<file path="src/rtl/audio_spike_jitter_filter_core_macros.svh">
// ----------------------------------------------------------------------------
// audio spike jitter filter - assertion macros
// shared concurrent check forms, sampled on i_clk, off during reset
// ----------------------------------------------------------------------------
`ifndef AUDIO_SPIKE_JITTER_FILTER_CORE_MACROS_SVH
`define AUDIO_SPIKE_JITTER_FILTER_CORE_MACROS_SVH

// same-cycle implication
`define ASJF_CHECK(lbl, ante, cons, msg) \
    lbl: assert property (@(posedge i_clk) disable iff (!i_rst_n) \
        (ante) |-> (cons)) else $error(msg);

// next-cycle implication
`define ASJF_CHECK_NEXT(lbl, ante, cons, msg) \
    lbl: assert property (@(posedge i_clk) disable iff (!i_rst_n) \
        (ante) |=> (cons)) else $error(msg);

`endif

</file>
<file path="src/rtl/asjf_pkg.sv">
// ----------------------------------------------------------------------------
// asjf_pkg
// types, constants and byte helpers shared by the spike jitter filter
// ----------------------------------------------------------------------------
`default_nettype none

package asjf_pkg;

    localparam int WIN_CELLS = 4;          // window cells, index 3 newest
    localparam int PUSH_MAX  = 3;          // results one frame can cause
    localparam int Q_DEPTH   = 4;          // result queue entries

    localparam logic [2:0] SEEN_FULL    = 3'd4;
    localparam logic [7:0] THRESH_RESET = 8'd8;

    typedef logic [31:0]       t_frame;    // right in 31:16, left in 15:0
    typedef logic signed [7:0] t_sbyte;
    typedef logic [1:0]        t_chmask;   // bit 0 left, bit 1 right

    typedef struct packed {
        logic [15:0] left;
        logic [15:0] right;
        logic        lfix;
        logic        rfix;
        logic        bend;
    } t_res;

    // signed high byte of one channel
    function automatic t_sbyte hi_byte(input t_frame f, input logic ch);
        return ch ? f[31:24] : f[15:8];
    endfunction

    // replace the high bytes selected by fix
    function automatic t_frame patch_hi(input t_frame f, input t_chmask fix,
                                        input t_sbyte repl_l, input t_sbyte repl_r);
        t_frame o;
        o = f;
        if (fix[0]) begin
            o[15:8] = repl_l;
        end
        if (fix[1]) begin
            o[31:24] = repl_r;
        end
        return o;
    endfunction

endpackage

`default_nettype wire

</file>
<file path="src/rtl/asjf_cell.sv">
// ----------------------------------------------------------------------------
// asjf_cell
// one window slot: takes its input frame on each shift, patching high bytes
// ----------------------------------------------------------------------------
`default_nettype none

module asjf_cell import asjf_pkg::*; (
    input  wire        i_clk,
    input  wire        i_shift,
    input  t_frame     i_frame,
    input  t_chmask    i_fix,
    input  t_sbyte     i_repl_l,
    input  t_sbyte     i_repl_r,
    output t_frame     o_frame,
    output t_sbyte     o_hi_l,
    output t_sbyte     o_hi_r
);

    t_frame r_frame;
    t_frame n_frame;

    assign n_frame = patch_hi(i_frame, i_fix, i_repl_l, i_repl_r);

    always_ff @(posedge i_clk) begin
        if (i_shift) begin
            r_frame <= n_frame;
        end
    end

    assign o_frame = r_frame;
    assign o_hi_l  = hi_byte(r_frame, 1'b0);
    assign o_hi_r  = hi_byte(r_frame, 1'b1);

endmodule

`default_nettype wire

</file>
<file path="src/rtl/asjf_spike.sv">
// ----------------------------------------------------------------------------
// asjf_spike
// five-tap spike decision for one channel and its replacement byte
// ----------------------------------------------------------------------------
`default_nettype none

module asjf_spike import asjf_pkg::*; (
    input  t_sbyte     i_a,        // x[k-2]
    input  t_sbyte     i_l,        // x[k-1]
    input  t_sbyte     i_m,        // x[k]
    input  t_sbyte     i_r,        // x[k+1]
    input  t_sbyte     i_e,        // x[k+2]
    input  wire [7:0]  i_thresh,
    output logic       o_spike,
    output t_sbyte     o_repl
);

    typedef logic signed [8:0] t_s9;

    function automatic t_s9 sx(input t_sbyte v);
        return t_s9'(v);
    endfunction

    function automatic logic slope_ok(input t_s9 hll, input t_s9 hr, input t_s9 hl);
        logic pos;
        logic neg;
        pos = (hll > 0) && (((hr > 0) && (hr < hll)) || ((hl > 0) && (hl < hll)));
        neg = (hll < 0) && (((hr < 0) && (hr > hll)) || ((hl < 0) && (hl > hll)));
        return pos || neg;
    endfunction

    t_s9        hr, hl, hll_a, hll_e, sum, adj;
    logic [8:0] abs_hr, abs_hl;
    logic       big_r, big_l, between;

    assign hr     = sx(i_m) - sx(i_r);
    assign hl     = sx(i_l) - sx(i_m);
    assign abs_hr = hr[8] ? 9'(-hr) : 9'(hr);
    assign abs_hl = hl[8] ? 9'(-hl) : 9'(hl);
    assign big_r  = abs_hr > {1'b0, i_thresh};
    assign big_l  = abs_hl > {1'b0, i_thresh};

    assign between = ((i_l < i_m) && (i_m < i_r)) || ((i_r < i_m) && (i_m < i_l));

    assign hll_a = sx(i_a) - sx(i_r);
    assign hll_e = sx(i_l) - sx(i_e);

    assign o_spike = big_r && big_l && !between
                   && !slope_ok(hll_a, hr, hl) && !slope_ok(hll_e, hr, hl);

    // halve toward zero: bump negative sums by one before the shift
    assign sum    = sx(i_l) + sx(i_r);
    assign adj    = sum + t_s9'({8'd0, sum[8]});
    assign o_repl = adj[8:1];

endmodule

`default_nettype wire

</file>
<file path="src/rtl/asjf_outq.sv">
// ----------------------------------------------------------------------------
// asjf_outq
// compacting result queue, up to three pushes and one pop per beat
// ----------------------------------------------------------------------------
`default_nettype none

module asjf_outq import asjf_pkg::*; (
    input  wire        i_clk,
    input  wire        i_rst_n,
    input  wire [1:0]  i_push_cnt,
    input  t_res       i_push [PUSH_MAX],
    output logic       o_room,
    output logic       o_valid,
    output t_res       o_res,
    input  wire        i_ready,
    output logic [2:0] o_level
);

    t_res       r_q [Q_DEPTH];
    t_res       n_q [Q_DEPTH];
    logic [2:0] r_cnt;
    logic [2:0] n_cnt;
    logic [2:0] base;
    logic [2:0] off;
    logic       pop;

    assign pop  = (r_cnt != 3'd0) && i_ready;
    assign base = r_cnt - {2'd0, pop};

    always_comb begin
        off = 3'd0;
        for (int j = 0; j < Q_DEPTH; j++) begin
            if (pop && (j < Q_DEPTH - 1)) begin
                n_q[j] = r_q[(j + 1) % Q_DEPTH];
            end else begin
                n_q[j] = r_q[j];
            end
            off = 3'(j) - base;
            if ((3'(j) >= base) && (off < {1'b0, i_push_cnt})) begin
                n_q[j] = i_push[off[1:0]];
            end
        end
        n_cnt = base + {1'b0, i_push_cnt};
    end

    always_ff @(posedge i_clk) begin
        if (!i_rst_n) begin
            r_cnt <= 3'd0;
        end else begin
            r_cnt <= n_cnt;
        end
    end

    always_ff @(posedge i_clk) begin
        for (int j = 0; j < Q_DEPTH; j++) begin
            r_q[j] <= n_q[j];
        end
    end

    // room for a full burst even if nothing drains this beat
    assign o_room  = r_cnt <= 3'(Q_DEPTH - PUSH_MAX);
    assign o_valid = r_cnt != 3'd0;
    assign o_res   = r_q[0];
    assign o_level = r_cnt;

endmodule

`default_nettype wire

</file>
<file path="src/rtl/audio_spike_jitter_filter_core.sv">
// ----------------------------------------------------------------------------
// audio_spike_jitter_filter_core
// stereo spike filter on signed high bytes, two-frame delay, flush on last
// ----------------------------------------------------------------------------
//  channel | handshake                    | payload
//  --------+------------------------------+----------------------------------
//  in      | i_in_valid / o_in_ready      | i_left_sample i_right_sample i_last
//  out     | o_out_valid / i_out_ready    | o_left_out o_right_out o_left_fixed
//          |                              | o_right_fixed o_block_end
//  cfg     | i_cfg_valid / o_cfg_ready    | i_delta_threshold
//
//  one frame per clock while the queue has room; the five-tap decision is
//  combinational, feeding the window chain; results go to a four-entry queue
//  a closing frame can queue three beats, so input stalls while the queue
//  holds more than one beat; output stalls only back up into that queue
//  synchronous active-low reset: empty window, empty queue, threshold 8
// ----------------------------------------------------------------------------
`default_nettype none

`include "audio_spike_jitter_filter_core_macros.svh"

module audio_spike_jitter_filter_core import asjf_pkg::*; (
    input  wire               i_clk,
    input  wire               i_rst_n,
    // frame input
    input  wire               i_in_valid,
    output logic              o_in_ready,
    input  wire signed [15:0] i_left_sample,
    input  wire signed [15:0] i_right_sample,
    input  wire               i_last,
    // result output
    output logic              o_out_valid,
    input  wire               i_out_ready,
    output logic signed [15:0] o_left_out,
    output logic signed [15:0] o_right_out,
    output logic              o_left_fixed,
    output logic              o_right_fixed,
    output logic              o_block_end,
    // threshold write
    input  wire               i_cfg_valid,
    output logic              o_cfg_ready,
    input  wire [7:0]         i_delta_threshold
);

    // control state
    logic [2:0] r_seen;        // frames in current block, saturating at 4
    logic [2:0] n_seen;
    logic [7:0] r_thresh;

    logic   in_acc;
    t_frame cur;

    // window chain, cell 3 newest
    t_frame  win   [WIN_CELLS];
    t_frame  feed  [WIN_CELLS];
    t_chmask fix_in[WIN_CELLS];
    t_sbyte  hi_l  [WIN_CELLS];
    t_sbyte  hi_r  [WIN_CELLS];

    // decision
    logic    test_on;
    logic    spike_l, spike_r;
    t_sbyte  repl_l, repl_r;
    t_chmask fix_mid;
    t_frame  mid_fixed;

    // results of this beat
    t_res       push [PUSH_MAX];
    logic [1:0] k;
    logic [1:0] push_cnt;
    logic [2:0] q_level;

    assign in_acc = i_in_valid && o_in_ready;
    assign cur    = {i_right_sample, i_left_sample};

    // ---- threshold register, always writable
    assign o_cfg_ready = 1'b1;

    always_ff @(posedge i_clk) begin
        if (!i_rst_n) begin
            r_thresh <= THRESH_RESET;
        end else if (i_cfg_valid && o_cfg_ready) begin
            r_thresh <= i_delta_threshold;
        end
    end

    // ---- spike test on the middle cell once the window is full
    assign test_on = r_seen == SEEN_FULL;

    asjf_spike u_spike_l (
        .i_a      (hi_l[0]),
        .i_l      (hi_l[1]),
        .i_m      (hi_l[2]),
        .i_r      (hi_l[3]),
        .i_e      (hi_byte(cur, 1'b0)),
        .i_thresh (r_thresh),
        .o_spike  (spike_l),
        .o_repl   (repl_l)
    );

    asjf_spike u_spike_r (
        .i_a      (hi_r[0]),
        .i_l      (hi_r[1]),
        .i_m      (hi_r[2]),
        .i_r      (hi_r[3]),
        .i_e      (hi_byte(cur, 1'b1)),
        .i_thresh (r_thresh),
        .o_spike  (spike_r),
        .o_repl   (repl_r)
    );

    assign fix_mid   = test_on ? {spike_r, spike_l} : 2'b00;
    assign mid_fixed = patch_hi(win[2], fix_mid, repl_l, repl_r);

    // ---- window chain: each accepted beat shifts the input in at cell 3;
    // the corrected middle frame lands in cell 1 so later decisions see it
    genvar gi;
    generate
        for (gi = 0; gi < WIN_CELLS; gi++) begin : g_cell
            if (gi == WIN_CELLS - 1) begin : g_head
                assign feed[gi] = cur;
            end else begin : g_body
                assign feed[gi] = win[gi + 1];
            end
            assign fix_in[gi] = (gi == 1) ? fix_mid : 2'b00;

            asjf_cell u_cell (
                .i_clk    (i_clk),
                .i_shift  (in_acc),
                .i_frame  (feed[gi]),
                .i_fix    (fix_in[gi]),
                .i_repl_l (repl_l),
                .i_repl_r (repl_r),
                .o_frame  (win[gi]),
                .o_hi_l   (hi_l[gi]),
                .o_hi_r   (hi_r[gi])
            );
        end
    endgenerate

    // ---- frame count; a closing frame restarts the block
    always_comb begin
        if (i_last) begin
            n_seen = 3'd0;
        end else if (r_seen == SEEN_FULL) begin
            n_seen = SEEN_FULL;
        end else begin
            n_seen = r_seen + 3'd1;
        end
    end

    always_ff @(posedge i_clk) begin
        if (!i_rst_n) begin
            r_seen <= 3'd0;
        end else if (in_acc) begin
            r_seen <= n_seen;
        end
    end

    // ---- results of this beat, in order:
    // delayed middle frame, then on last the held frame and the current one
    always_comb begin
        for (int j = 0; j < PUSH_MAX; j++) begin
            push[j] = '0;
        end
        k = 2'd0;
        if (r_seen >= 3'd2) begin
            push[k] = '{left: mid_fixed[15:0], right: mid_fixed[31:16],
                        lfix: fix_mid[0], rfix: fix_mid[1], bend: 1'b0};
            k = k + 2'd1;
        end
        if (i_last) begin
            if (r_seen != 3'd0) begin
                push[k] = '{left: win[3][15:0], right: win[3][31:16],
                            lfix: 1'b0, rfix: 1'b0, bend: 1'b0};
                k = k + 2'd1;
            end
            push[k] = '{left: cur[15:0], right: cur[31:16],
                        lfix: 1'b0, rfix: 1'b0, bend: 1'b1};
            k = k + 2'd1;
        end
    end

    assign push_cnt = in_acc ? k : 2'd0;

    // ---- result queue, its head is the output register
    t_res head;

    asjf_outq u_outq (
        .i_clk      (i_clk),
        .i_rst_n    (i_rst_n),
        .i_push_cnt (push_cnt),
        .i_push     (push),
        .o_room     (o_in_ready),
        .o_valid    (o_out_valid),
        .o_res      (head),
        .i_ready    (i_out_ready),
        .o_level    (q_level)
    );

    assign o_left_out    = head.left;
    assign o_right_out   = head.right;
    assign o_left_fixed  = head.lfix;
    assign o_right_fixed = head.rfix;
    assign o_block_end   = head.bend;

    // ---- checks
    `ASJF_CHECK(a_level_bound, 1'b1, q_level <= 3'(Q_DEPTH),
        "result queue over its depth")
    `ASJF_CHECK_NEXT(a_block_restart, in_acc && i_last, r_seen == 3'd0,
        "frame count not cleared after closing frame")
    `ASJF_CHECK_NEXT(a_mid_queued, in_acc && !i_last && (r_seen >= 3'd2), o_out_valid,
        "delayed frame not queued")
    `ASJF_CHECK(a_fixed_not_end, o_out_valid && (o_left_fixed || o_right_fixed),
        !o_block_end, "corrected beat marked as block end")

endmodule

`default_nettype wire
</file>
<file path="config.mk">
export PLATFORM = sky130hd
export DESIGN_NAME = audio_spike_jitter_filter_core
export DESIGN_NICKNAME = d
export VERILOG_FILES = /design/src/rtl/asjf_pkg.sv /design/src/rtl/asjf_cell.sv /design/src/rtl/asjf_spike.sv /design/src/rtl/asjf_outq.sv /design/src/rtl/audio_spike_jitter_filter_core.sv
export VERILOG_INCLUDE_DIRS = /design/src /design/src/rtl
export SDC_FILE = /design/constraint.sdc
export NUM_CORES = 1
export LEC_CHECK = 0
export ABC_AREA = 1
export BUFFER_PORTS_ARGS = -buffer_cell sky130_fd_sc_hd__buf_2
export CORE_MARGIN = 2
export CORE_UTILIZATION = 37
export DETAILED_ROUTE_END_ITERATION = 10
export GPL_ROUTABILITY_DRIVEN = 0
export GPL_TIMING_DRIVEN = 0
export HOLD_SLACK_MARGIN = 0.12
export PLACE_DENSITY = 0.52
export SKIP_CTS_REPAIR_TIMING = 1
export SYNTH_ARGS = -nofsm -noshare
export SYNTH_HDL_FRONTEND = slang
export SYNTH_SLANG_ARGS = --single-unit
</file>
<file path="constraint.sdc">
create_clock -name i_clk -period 10.1 [get_ports i_clk]
set_input_delay 2.02 -clock i_clk [delete_from_list [all_inputs] [get_ports i_clk]]
set_output_delay 2.02 -clock i_clk [all_outputs]
set_load 0.02 [all_outputs]
</file>
; ---- After elaboration in Yosys (flattened, before gate mapping)
; Memory sizes are Yosys's and may differ from the RTL's.
; Index checks and enable logic that the tools add are counted.
[word_totals]
ff_bits = 142
ram_bits = 140
in_bits = 46
out_inout_bits = 38
wordCells = 211
mem_count = 1
[mem_list]
columns = name, words, word_bits, read_ports, rd_clocked_by_memory_dff, wr, line
row1 = u_outq.r_q, 4, 35, 4, 0, 4, asjf_outq.sv:19  ; t_res r_q [Q_DEPTH];
[classes]
addsub = 25
n_lt_le_gt_ge = 62
eq_ne = 1
mux = 43
n_bitwise = 6
n_reduce_logical = 66
[ops]
columns = op, n
row1 = 35-bit two-way mux, 18
row2 = 105-bit two-way mux, 3
row3 = 35-bit binary-select mux with 2-bit select, 4
row4 = 105-bit bitwise mux, 2
row5 = 35-bit demux with 2-bit select, 2
row6 = 9-bit by 1-bit > comparator with 1-bit output (second input constant), 8
row7 = 9-bit > comparator, 8
row8 = 9-bit by 1-bit < comparator with 1-bit output (second input constant), 8
row9 = 9-bit < comparator, 8
row10 = 8-bit by 8-bit subtractor with 9-bit output, 8
row11 = 8-bit < comparator, 8
row12 = 1-bit logical AND, 44
row13 = 9-bit by 8-bit > comparator with 1-bit output, 4
row14 = 9-bit two-way mux, 4
row15 = 9-bit negator, 4
row16 = 8-bit by 8-bit adder with 9-bit output, 2
row17 = 9-bit by 2-bit adder with 9-bit output, 2
row18 = 3-bit greater-or-equal comparator (second input constant), 6
row19 = 2-bit NOT with 3-bit output, 6
row20 = 8-bit two-way mux, 2
row21 = 1-bit logical OR, 14
row22 = 3-bit by 2-bit < comparator with 1-bit output, 4
row23 = 2-bit two-way mux, 5
row24 = 1-bit by 3-bit greater-or-equal comparator with 1-bit output (first input constant), 2
row25 = 15 further kinds, 27

; ---- Depth between registers and ports, before layout
; Gate-level depths: netlist of run 1.
[logic_depth]
depth_word = 21
mapped_depth = 35

; ---- Hierarchy
; Synthesis of run 1 repeated with hierarchy kept, for this count alone.
[unflattened]
cells_unflattened = 3454
area_unflattened_um2 = 24418.4
[by_module_without_submodules]
columns = module, instances, cells_per_inst, area_per_inst_um2, seq_area_each_um2
row1 = asjf_outq, 1, 1200, 8849.7, 4264.1
row2 = asjf_cell, 4, 100, 1291.2, 960.9
row3 = asjf_spike at u_spike_l, 1, 713, 4175.3, 0.0
row4 = asjf_spike at u_spike_r, 1, 672, 3958.8, 0.0
row5 = audio_spike_jitter_filter_core, 1, 469, 2269.7, 220.2

; ---- Worst setup path after synthesis of run 1
; OpenSTA, ideal clock, no wires.
[synth_timing]
kind = input to register
from = in i_in_valid
to = mem u_outq.r_q[3][0] (netlist name), enable pin
t_arrival_ns = 7.647
required_time_ns = 9.622
setup_slack_ns = 1.974
stages = 6
path_buffers = 0
cell_sequence = nand2_1 inv_1 nand2_1 ha_1 nor2_1 nor3b_1
[synth_rtl]
columns = item, line
row1 = "start, declared", audio_spike_jitter_filter_core.sv:26  ; input wire i_in_valid,
row2 = "end, declared", asjf_outq.sv:19

==> flow_summary.json, run 1 <==
{
  "status": "completed",
  "clock_latency_ns": 0.56,
  "drt-total-wl_mm": 70.95,
  "area_growth_pct": 12.70,
  "maxCapViolations": 0,
  "cts_root_buffer": "clkbuf_16",
  "die_w_um": 239,
  "cts_sinks": 250,
  "drc": 0,
  "initial_core_util_pct": 37.23,
  "die_area_sq_um": 57120,
  "io_buffer_count": 82,
  "fin_tns_setup_ns": 0,
  "grt-ovfl-total": 0,
  "syn_nets": 2912,
  "die_h_um": 239,
  "rsz0062_at_grt": "false",
  "cts_tree": "done",
  "syn-cell-area_sq_um": 20430,
  "worstPathMaxFanout": 11,
  "grt_pass1_vias": 18520,
  "drtAntennaViolNets": 0,
  "wire_per_inst_um": 20.26,
  "core_area_sq_um": 54880,
  "grtUsageTotal_pct": 24.70,
  "yosysSeqAreaShare_pct": 36.05,
  "cp_slowest_cell": "nor2_1",
  "dp_hpwl_mm": 53.62,
  "worstHoldPathType": "reg -> reg",
  "grt_max_degree": 62,
  "tightest_slew_ns": 1.009,
  "crit_required_ns": 10.37,
  "drtIter0Drc": 1755,
  "path_buf_inv": 9,
  "yosysWarnings": 0,
  "synthFlopType": "edfxtp_1",
  "fin_crit_sh_pct": 74.54,
  "cts_buffer_depth": 3,
  "layout_common_cells": "nand2_1, inv_1, edfxtp_1",
  "cts.clk_slew.worst_paths_ns": 0.05,
  "path_class": "in -> reg",
  "crit_chain": "buf_2 > nand2_1 > inv_1 > ha_1 > clkinv_1 > clkbuf_1 > clkbuf_1 > ha_1 > buf_2 > inv_2 > buf_1 > ha_1 > a21oi_1 > nand4_1 > nor2_1 > clkbuf_1 > a21oi_1",
  "cp.arrival_ns": 7.80,
  "relSlewSlack_pct": 32.52,
  "synth_seq_cells": 250,
  "slew_violations": 0,
  "postSynthCellCount": 2648,
  "critPathCaptureType": "flip-flop",
  "syn_area_per_cell_sq_um": 7.717,
  "via_count": 19200,
  "htreeDepth": 2,
  "synth_cell_types": 58,
  "ios": 84,
  "drt_pass1_iterations": 6,
  "via_per_inst": 5.484,
  "drive_above_1_share_pct": 8.259,
  "clock_skew_ns": 0.02391,
  "fin_crit_ns": 7.528,
  "antenna_found_initial": 2,
  "start_kind": "primary input",
  "critPathTopFamily": "buffers and inverters",
  "layout_commonest_cell": "nand2_1",
  "fin_nets": 3038,
  "setup_violations": 0,
  "async_reset_ff_share_pct": 0,
  "synth-edff-count": 236,
  "final_util_pct": 41.96,
  "fmax_mhz": 132.8,
  "numCtsBuffers": 34,
  "slowest_delay_ns": 0.80,
  "holdWs_ns": 0.4475,
  "grt_pass1_wl_mm": 107.5,
  "row_count": 86,
  "hold_viol_final": 0
}
-- synth_stat cells, types with 13 or more instances --
| cell type | count | area (sq um) |
|---|---|---|
| edfxtp_1 | 236 | 7087 |
| o221ai_1 | 32 | 280.3 |
| o21ai_0 | 119 | 595.6 |
| xnor2_1 | 17 | 148.9 |
| o211ai_1 | 19 | 142.6 |
| nor2_1 | 142 | 533.0 |
| buf_2 | 15 | 75.07 |
| o22ai_1 | 32 | 200.2 |
| nand3b_1 | 13 | 97.59 |
| ha_1 | 207 | 2590 |
| nand4_1 | 50 | 312.8 |
| inv_1 | 338 | 1269 |
| a22oi_1 | 29 | 217.7 |
| dfxtp_1 | 14 | 280.3 |
| or2_2 | 16 | 100.1 |
| nor3_1 | 22 | 110.1 |
| a21oi_1 | 120 | 600.6 |
| o21a_1 | 24 | 180.2 |
| nand3_1 | 201 | 1006 |
| a32oi_1 | 21 | 183.9 |
| nand2_2 | 24 | 150.1 |
| nand2_1 | 759 | 2849 |
| clkbuf_1 | 53 | 198.9 |
| xor2_1 | 40 | 350.3 |
-- final timing paths --
path / slack, ns / endpoint / cells after the start / from
worst max-delay path: 2.57 / u_outq.r_q[2][21] / 17 / i_out_ready
worst min-delay path: 0.45 / g_cell[2].u_cell.o_frame[4] / 0 / g_cell[3].u_cell.o_frame[4]
worst min register to register: 0.45 / g_cell[2].u_cell.o_frame[4] / 0 / g_cell[3].u_cell.o_frame[4]
worst max register to register: 3.52 / u_outq.r_q[2][21] / 18 / u_outq.o_level[1]
-- stage by stage --
stage          std cells  area (sq um)  worst slack, ns
2_1_floorplan       2648         20430            1.974
3_3_place_gp        3434         21720           -1.858
3_5_place_dp        3442         21880            2.164
4_1_cts             3501         23030            2.713
5_1_grt             3501         23030            2.385
6_report            3502         23030            2.572
-- final cells by class --
type                    count  area (sq um)
fillers                  5566         31850
inverters                 351          1320
well taps                 704         880.8
multi-input cells        1969         11440
diodes                      1         2.502
clock inverters            17         261.5
repair buffers             90         554.3
clock buffers              42         880.8
plain buffers              78         319.1
flip-flops and latches    250          7367
-- cells by family (layout without fill, tap and decap cells) --
group                      Yosys count  after routing  synth area share (%)
and+or+nand+nor                   1254           1254                 26.48
AOI/OAI and AO/OA                  438            438                 13.17
buffers and inverters              429            578                 8.009
DFF                                250            250                 36.05
adders and majority gates          218            218                 13.75
xor gates and xnor gates            58             58                 2.523
other                                1              2               0.01835
-- metal layers --
metal | up-vias | share of wire [%] | GRT usage [%]
li1 | 9308 | - | -
met1 | 9011 | 44 | 32.64
met2 | 733 | 47 | 41.62
met3 | 150 | 6.6 | 3.164
met4 | 2 | 3.2 | 8.428
met5 | - | 0.017 | 0
-- registers in the layout (all words and copies together), names as in the netlist --
signal                 flops
u_outq.o_level             3
r_thresh                   8
r_seen                     3
g_cell.u_cell.o_frame     96
u_outq.r_q               140
Power of run 1 is left out: the tool's default activity adds up to more than one toggle a clock period on the data nets, which glitch-free logic cannot reach.
==> inputs of run 2 (changes only) <==
- clock period: 10.1 -> 7.3 ns (I/O delays scaled with it)
==> flow_summary.json, run 2 (same netlist as run 1, synthesis figures left out) <==
{
  "grt_pass1_vias": 18420,
  "cp_slowest_cell": "nor2_1",
  "slew_violations": 0,
  "grt-ovfl-total": 0,
  "crit_cells": 17,
  "relSlewSlack_pct": 35.60,
  "min_path_cells": 0,
  "drtIter0Drc": 1770,
  "fin_crit_sh_pct": 94.16,
  "cts_root_buffer": "clkbuf_16",
  "row_count": 86,
  "worstHoldPathType": "reg -> reg",
  "hold_viol_final": 0,
  "wl_met3_mm": 5.073,
  "fmax_mhz": 145.5,
  "drc": 0,
  "die_w_um": 239,
  "path_class": "in -> reg",
  "clock_latency_ns": 0.58,
  "start_kind": "primary input",
  "via_count": 19150,
  "initial_core_util_pct": 37.23,
  "numCtsBuffers": 34,
  "fin_crit_ns": 6.873,
  "ios": 84,
  "clock_skew_ns": 0.03179,
  "largest_reg_flops": 140,
  "wl_met2_mm": 33.04,
  "grt_pass1_wl_mm": 107.2,
  "drive_above_1_share_pct": 8.193,
  "maxCapViolations": 0,
  "cts_tree": "done",
  "stdcell_count": 3501,
  "setup_violations": 0,
  "drt_pass1_iterations": 6,
  "rsz0062_at_grt": "false",
  "grtUsageTotal_pct": 24.65,
  "area_growth_pct": 12.48,
  "fin_nets": 3036,
  "regMostFlops": "u_outq.r_q",
  "cts_sinks": 250,
  "path_buf_inv": 9,
  "layout_commonest_cell": "nand2_1",
  "tightest_slew_ns": 0.9625,
  "cp.arrival_ns": 7.16,
  "htreeDepth": 2,
  "worstPathMaxFanout": 11,
  "grt_max_degree": 65,
  "dp_cells": 3440,
  "top_layer": "met4",
  "dp_hpwl_mm": 53.49,
  "critPathTopFamily": "buffers and inverters",
  "met1Wirelength_mm": 30.45,
  "critPathCaptureType": "flip-flop",
  "ff2ff_path_depth": 18,
  "crit_required_ns": 7.59,
  "crit_chain": "buf_2 > nand2_1 > inv_1 > ha_1 > clkinv_1 > clkbuf_1 > clkbuf_1 > ha_1 > buf_2 > inv_2 > buf_1 > ha_1 > a21oi_1 > nand4_1 > nor2_1 > clkbuf_1 > a21oi_1",
  "core_area_sq_um": 54880,
  "cts.clk_slew.worst_paths_ns": 0.06,
  "drtAntennaViolNets": 0,
  "via_per_inst": 5.468,
  "drt-total-wl_mm": 70.81,
  "holdWs_ns": 0.4481,
  "slowest_delay_ns": 0.76,
  "io_buffer_count": 82,
  "die_area_sq_um": 57120,
  "status": "completed",
  "die_h_um": 239,
  "antenna_found_initial": 2,
  "wire_per_inst_um": 20.23,
  "cts_buffer_depth": 3,
  "layout_common_cells": "nand2_1, inv_1, edfxtp_1"
}
[run 2: layer usage]
| layer | GRT usage (%) | vias to the layer above |
|---|---|---|
| met1 | 32.30 | 8942 |
| li1 | - | 9296 |
| met2 | 41.68 | 777 |
| met5 | 0 | - |
| met3 | 3.360 | 130 |
| met4 | 8.504 | 0 |
[run 2: through the flow]
| step | util, % | setup TNS [ns] | area, sq um | setup slack, ns |
|---|---|---|---|---|
| detailed placement | 39.90 | -0.05253 | 21900 | -0.03360 |
| floorplan | - | 0 | 20440 | 0.8655 |
| CTS | 41.87 | 0 | 22980 | 0.5398 |
| finish | 41.88 | 0 | 22980 | 0.4267 |
| global placement | 39.60 | -360.83 | 21730 | -2.032 |
| global route | 41.87 | 0 | 22980 | 0.1517 |
[run 2: path summary, 6_finish.rpt]
| path | from | to | slack [ns] |
|---|---|---|---|
| setup / recovery | i_out_ready | u_outq.r_q[2][21] | 0.43 |
| hold / removal | g_cell[3].u_cell.o_frame[4] | g_cell[2].u_cell.o_frame[4] | 0.45 |
| setup reg to reg | u_outq.o_level[1] | u_outq.r_q[2][21] | 0.74 |
| hold reg to reg | g_cell[3].u_cell.o_frame[4] | g_cell[2].u_cell.o_frame[4] | 0.45 |
[run 2: layout make-up]
type | count | area [sq um]
Multi-Input combinational cell | 1969 | 11450
Tap cell | 704 | 880.8
Antenna cell | 2 | 5.005
Clock inverter | 15 | 173.9
Buffer | 78 | 319.1
Clock buffer | 44 | 908.4
Fill cell | 5567 | 31890
Sequential cell | 250 | 7367
Inverter | 351 | 1320
Timing Repair Buffer | 88 | 560.5
[run 2: worst reg2reg max path, delay by kind of cell (launching register included)]
kind,cells,cell delay (ns)
buf+inv,8,2.93
fa+ha+maj,3,1.14
flops,1,0.31
compound gates,2,0.34
simple gates,5,1.55
Power of run 2 is left out for the same reason.
==> inputs of run 3 (changes only) <==
==> constraint.sdc (replaced) <==
create_clock -name i_clk -period 7.3 [get_ports i_clk]
set_input_delay 0.365 -clock i_clk [delete_from_list [all_inputs] [get_ports i_clk]]
set_output_delay 0.365 -clock i_clk [all_outputs]
set_load 0.02 [all_outputs]
==> flow_summary.json, run 3 (same netlist as run 1, synthesis figures left out) <==
{
  "status": "completed",
  "antenna_found_initial": 3,
  "initial_core_util_pct": 37.23,
  "relSlewSlack_pct": 32.16,
  "drtIter0Drc": 1688,
  "grt_pass1_vias": 18520,
  "io_buffer_count": 82,
  "clock_latency_ns": 0.56,
  "grt-ovfl-total": 0,
  "row_count": 86,
  "grtUsageTotal_pct": 24.70,
  "via_per_inst": 5.483,
  "worstPathMaxFanout": 11,
  "critPathCaptureType": "flip-flop",
  "grt_pass1_wl_mm": 107.5,
  "wire_per_inst_um": 20.17,
  "layout_common_cells": "nand2_1, inv_1, edfxtp_1",
  "dp_hpwl_mm": 53.62,
  "slew_violations": 0,
  "die_h_um": 239,
  "numCtsBuffers": 34,
  "cp.arrival_ns": 6.82,
  "ios": 84,
  "core_area_sq_um": 54880,
  "worstReg2RegStart": "u_outq.o_level[1]",
  "rsz0062_at_grt": "false",
  "via_count": 19380,
  "die_area_sq_um": 57120,
  "hold_start": "i_delta_threshold[5]",
  "start_kind": "flip-flop",
  "drt-total-wl_mm": 71.30,
  "fin_crit_sh_pct": 89.73,
  "min_path_cells": 3,
  "htreeDepth": 2,
  "holdWs_ns": 0.1113,
  "drc": 0,
  "cts.clk_slew.worst_paths_ns": 0.06,
  "min_to": "r_thresh[5]",
  "hold_viol_final": 0,
  "maxCapViolations": 0,
  "setup_violations": 0,
  "ff2ff_path_depth": 18,
  "drive_above_1_share_pct": 8.165,
  "cts_sinks": 250,
  "fillers": 5553,
  "r2r_slack_ns": 0.75,
  "layout_commonest_cell": "nand2_1",
  "regMostFlops": "u_outq.r_q",
  "clock_skew_ns": 0.02269,
  "fmax_mhz": 152.7,
  "path_class": "reg -> reg",
  "cts_root_buffer": "clkbuf_16",
  "cts_buffer_depth": 3,
  "drtAntennaViolNets": 0,
  "r2r-end": "u_outq.r_q[2][21]",
  "drt_pass1_iterations": 6,
  "crit_required_ns": 7.57,
  "tightest_slew_ns": 1.014,
  "die_w_um": 239,
  "worstHoldPathType": "in -> reg",
  "grt_max_degree": 62,
  "largest_reg_flops": 140,
  "fin_crit_ns": 6.550,
  "cts_tree": "done",
  "fin_nets": 3070,
  "area_growth_pct": 14.28
}
==> run 3: changes by cell type in the layout (fill, tap and decap cells not counted), sizes merged <==
cell / change
bufinv: +4
inv: -1
buf: +2
clkbuf: -2
clkinv: +1
clkinvlp: -2
dlygate4sd3: +32
==> run 3: per-layer routing <==
| metal | GRT usage, % | up-vias | part of all wire (%) |
|---|---|---|---|
| met5 | 0 | - | 0.0098 |
| li1 | - | 9371 | - |
| met3 | 3.164 | 155 | 6.1 |
| met1 | 32.64 | 9183 | 44 |
| met4 | 8.428 | 2 | 3.3 |
| met2 | 41.62 | 673 | 47 |
==> run 3: worst max path at each step <==
stage	cells after the start	slack [ns]	to	startpoint
6_report	18	0.75	u_outq.r_q[2][21]	u_outq.o_level[1]
5_1_grt	18	0.45	u_outq.r_q[2][21]	u_outq.o_level[1]
4_1_cts	18	0.84	u_outq.r_q[2][21]	u_outq.o_level[1]
3_5_place_dp	18	0.90	u_outq.r_q[2][21]	u_outq.o_level[2]
3_3_place_gp	7	-3.04	u_outq.r_q[3][22]	u_outq.o_level[1]
2_1_floorplan	7	0.43	u_outq.r_q[3][0]	u_outq.o_level[1]
==> run 3: stage by stage <==
stage	cells	setup TNS [ns]	setup slack [ns]	area [sq um]	util [%]
global route	3534	0	0.4529	23350	42.55
CTS	3501	0	0.8411	23030	41.96
floorplan	2648	0	0.4331	20430	-
detailed placement	3442	0	0.8983	21880	39.88
finish	3535	0	0.7499	23350	42.55
global placement	3434	-210.04	-3.042	21720	39.59
==> run 3: layout make-up <==
cell class | instances | area [sq um] | area share (%)
clock buffer | 42 | 880.8 | 3.772
antenna | 2 | 5.005 | 0.02143
timing repair buffer | 122 | 874.6 | 3.745
multi-input combinational | 1969 | 11440 | 49.00
inverter | 351 | 1320 | 5.653
buffer | 78 | 319.1 | 1.366
clock inverter | 17 | 261.5 | 1.120
sequential | 250 | 7367 | 31.55
tap | 704 | 880.8 | 3.772
==> run 3: worst max-delay path: stages, from the launching register on <==
cell and delay (ns):
dfxtp_1 0.31, nor2_1 0.17, nand2_1 0.11, nand2_1 0.27
inv_1 0.08, ha_1 0.44, clkinv_1 0.21, clkbuf_1 0.52
clkbuf_1 0.73, ha_1 0.36, buf_2 0.18, inv_2 0.20
buf_1 0.49, ha_1 0.34, a21oi_1 0.16, nand4_1 0.17
nor2_1 0.80, clkbuf_1 0.53, a21oi_1 0.18
Power of run 3 is left out for the same reason.
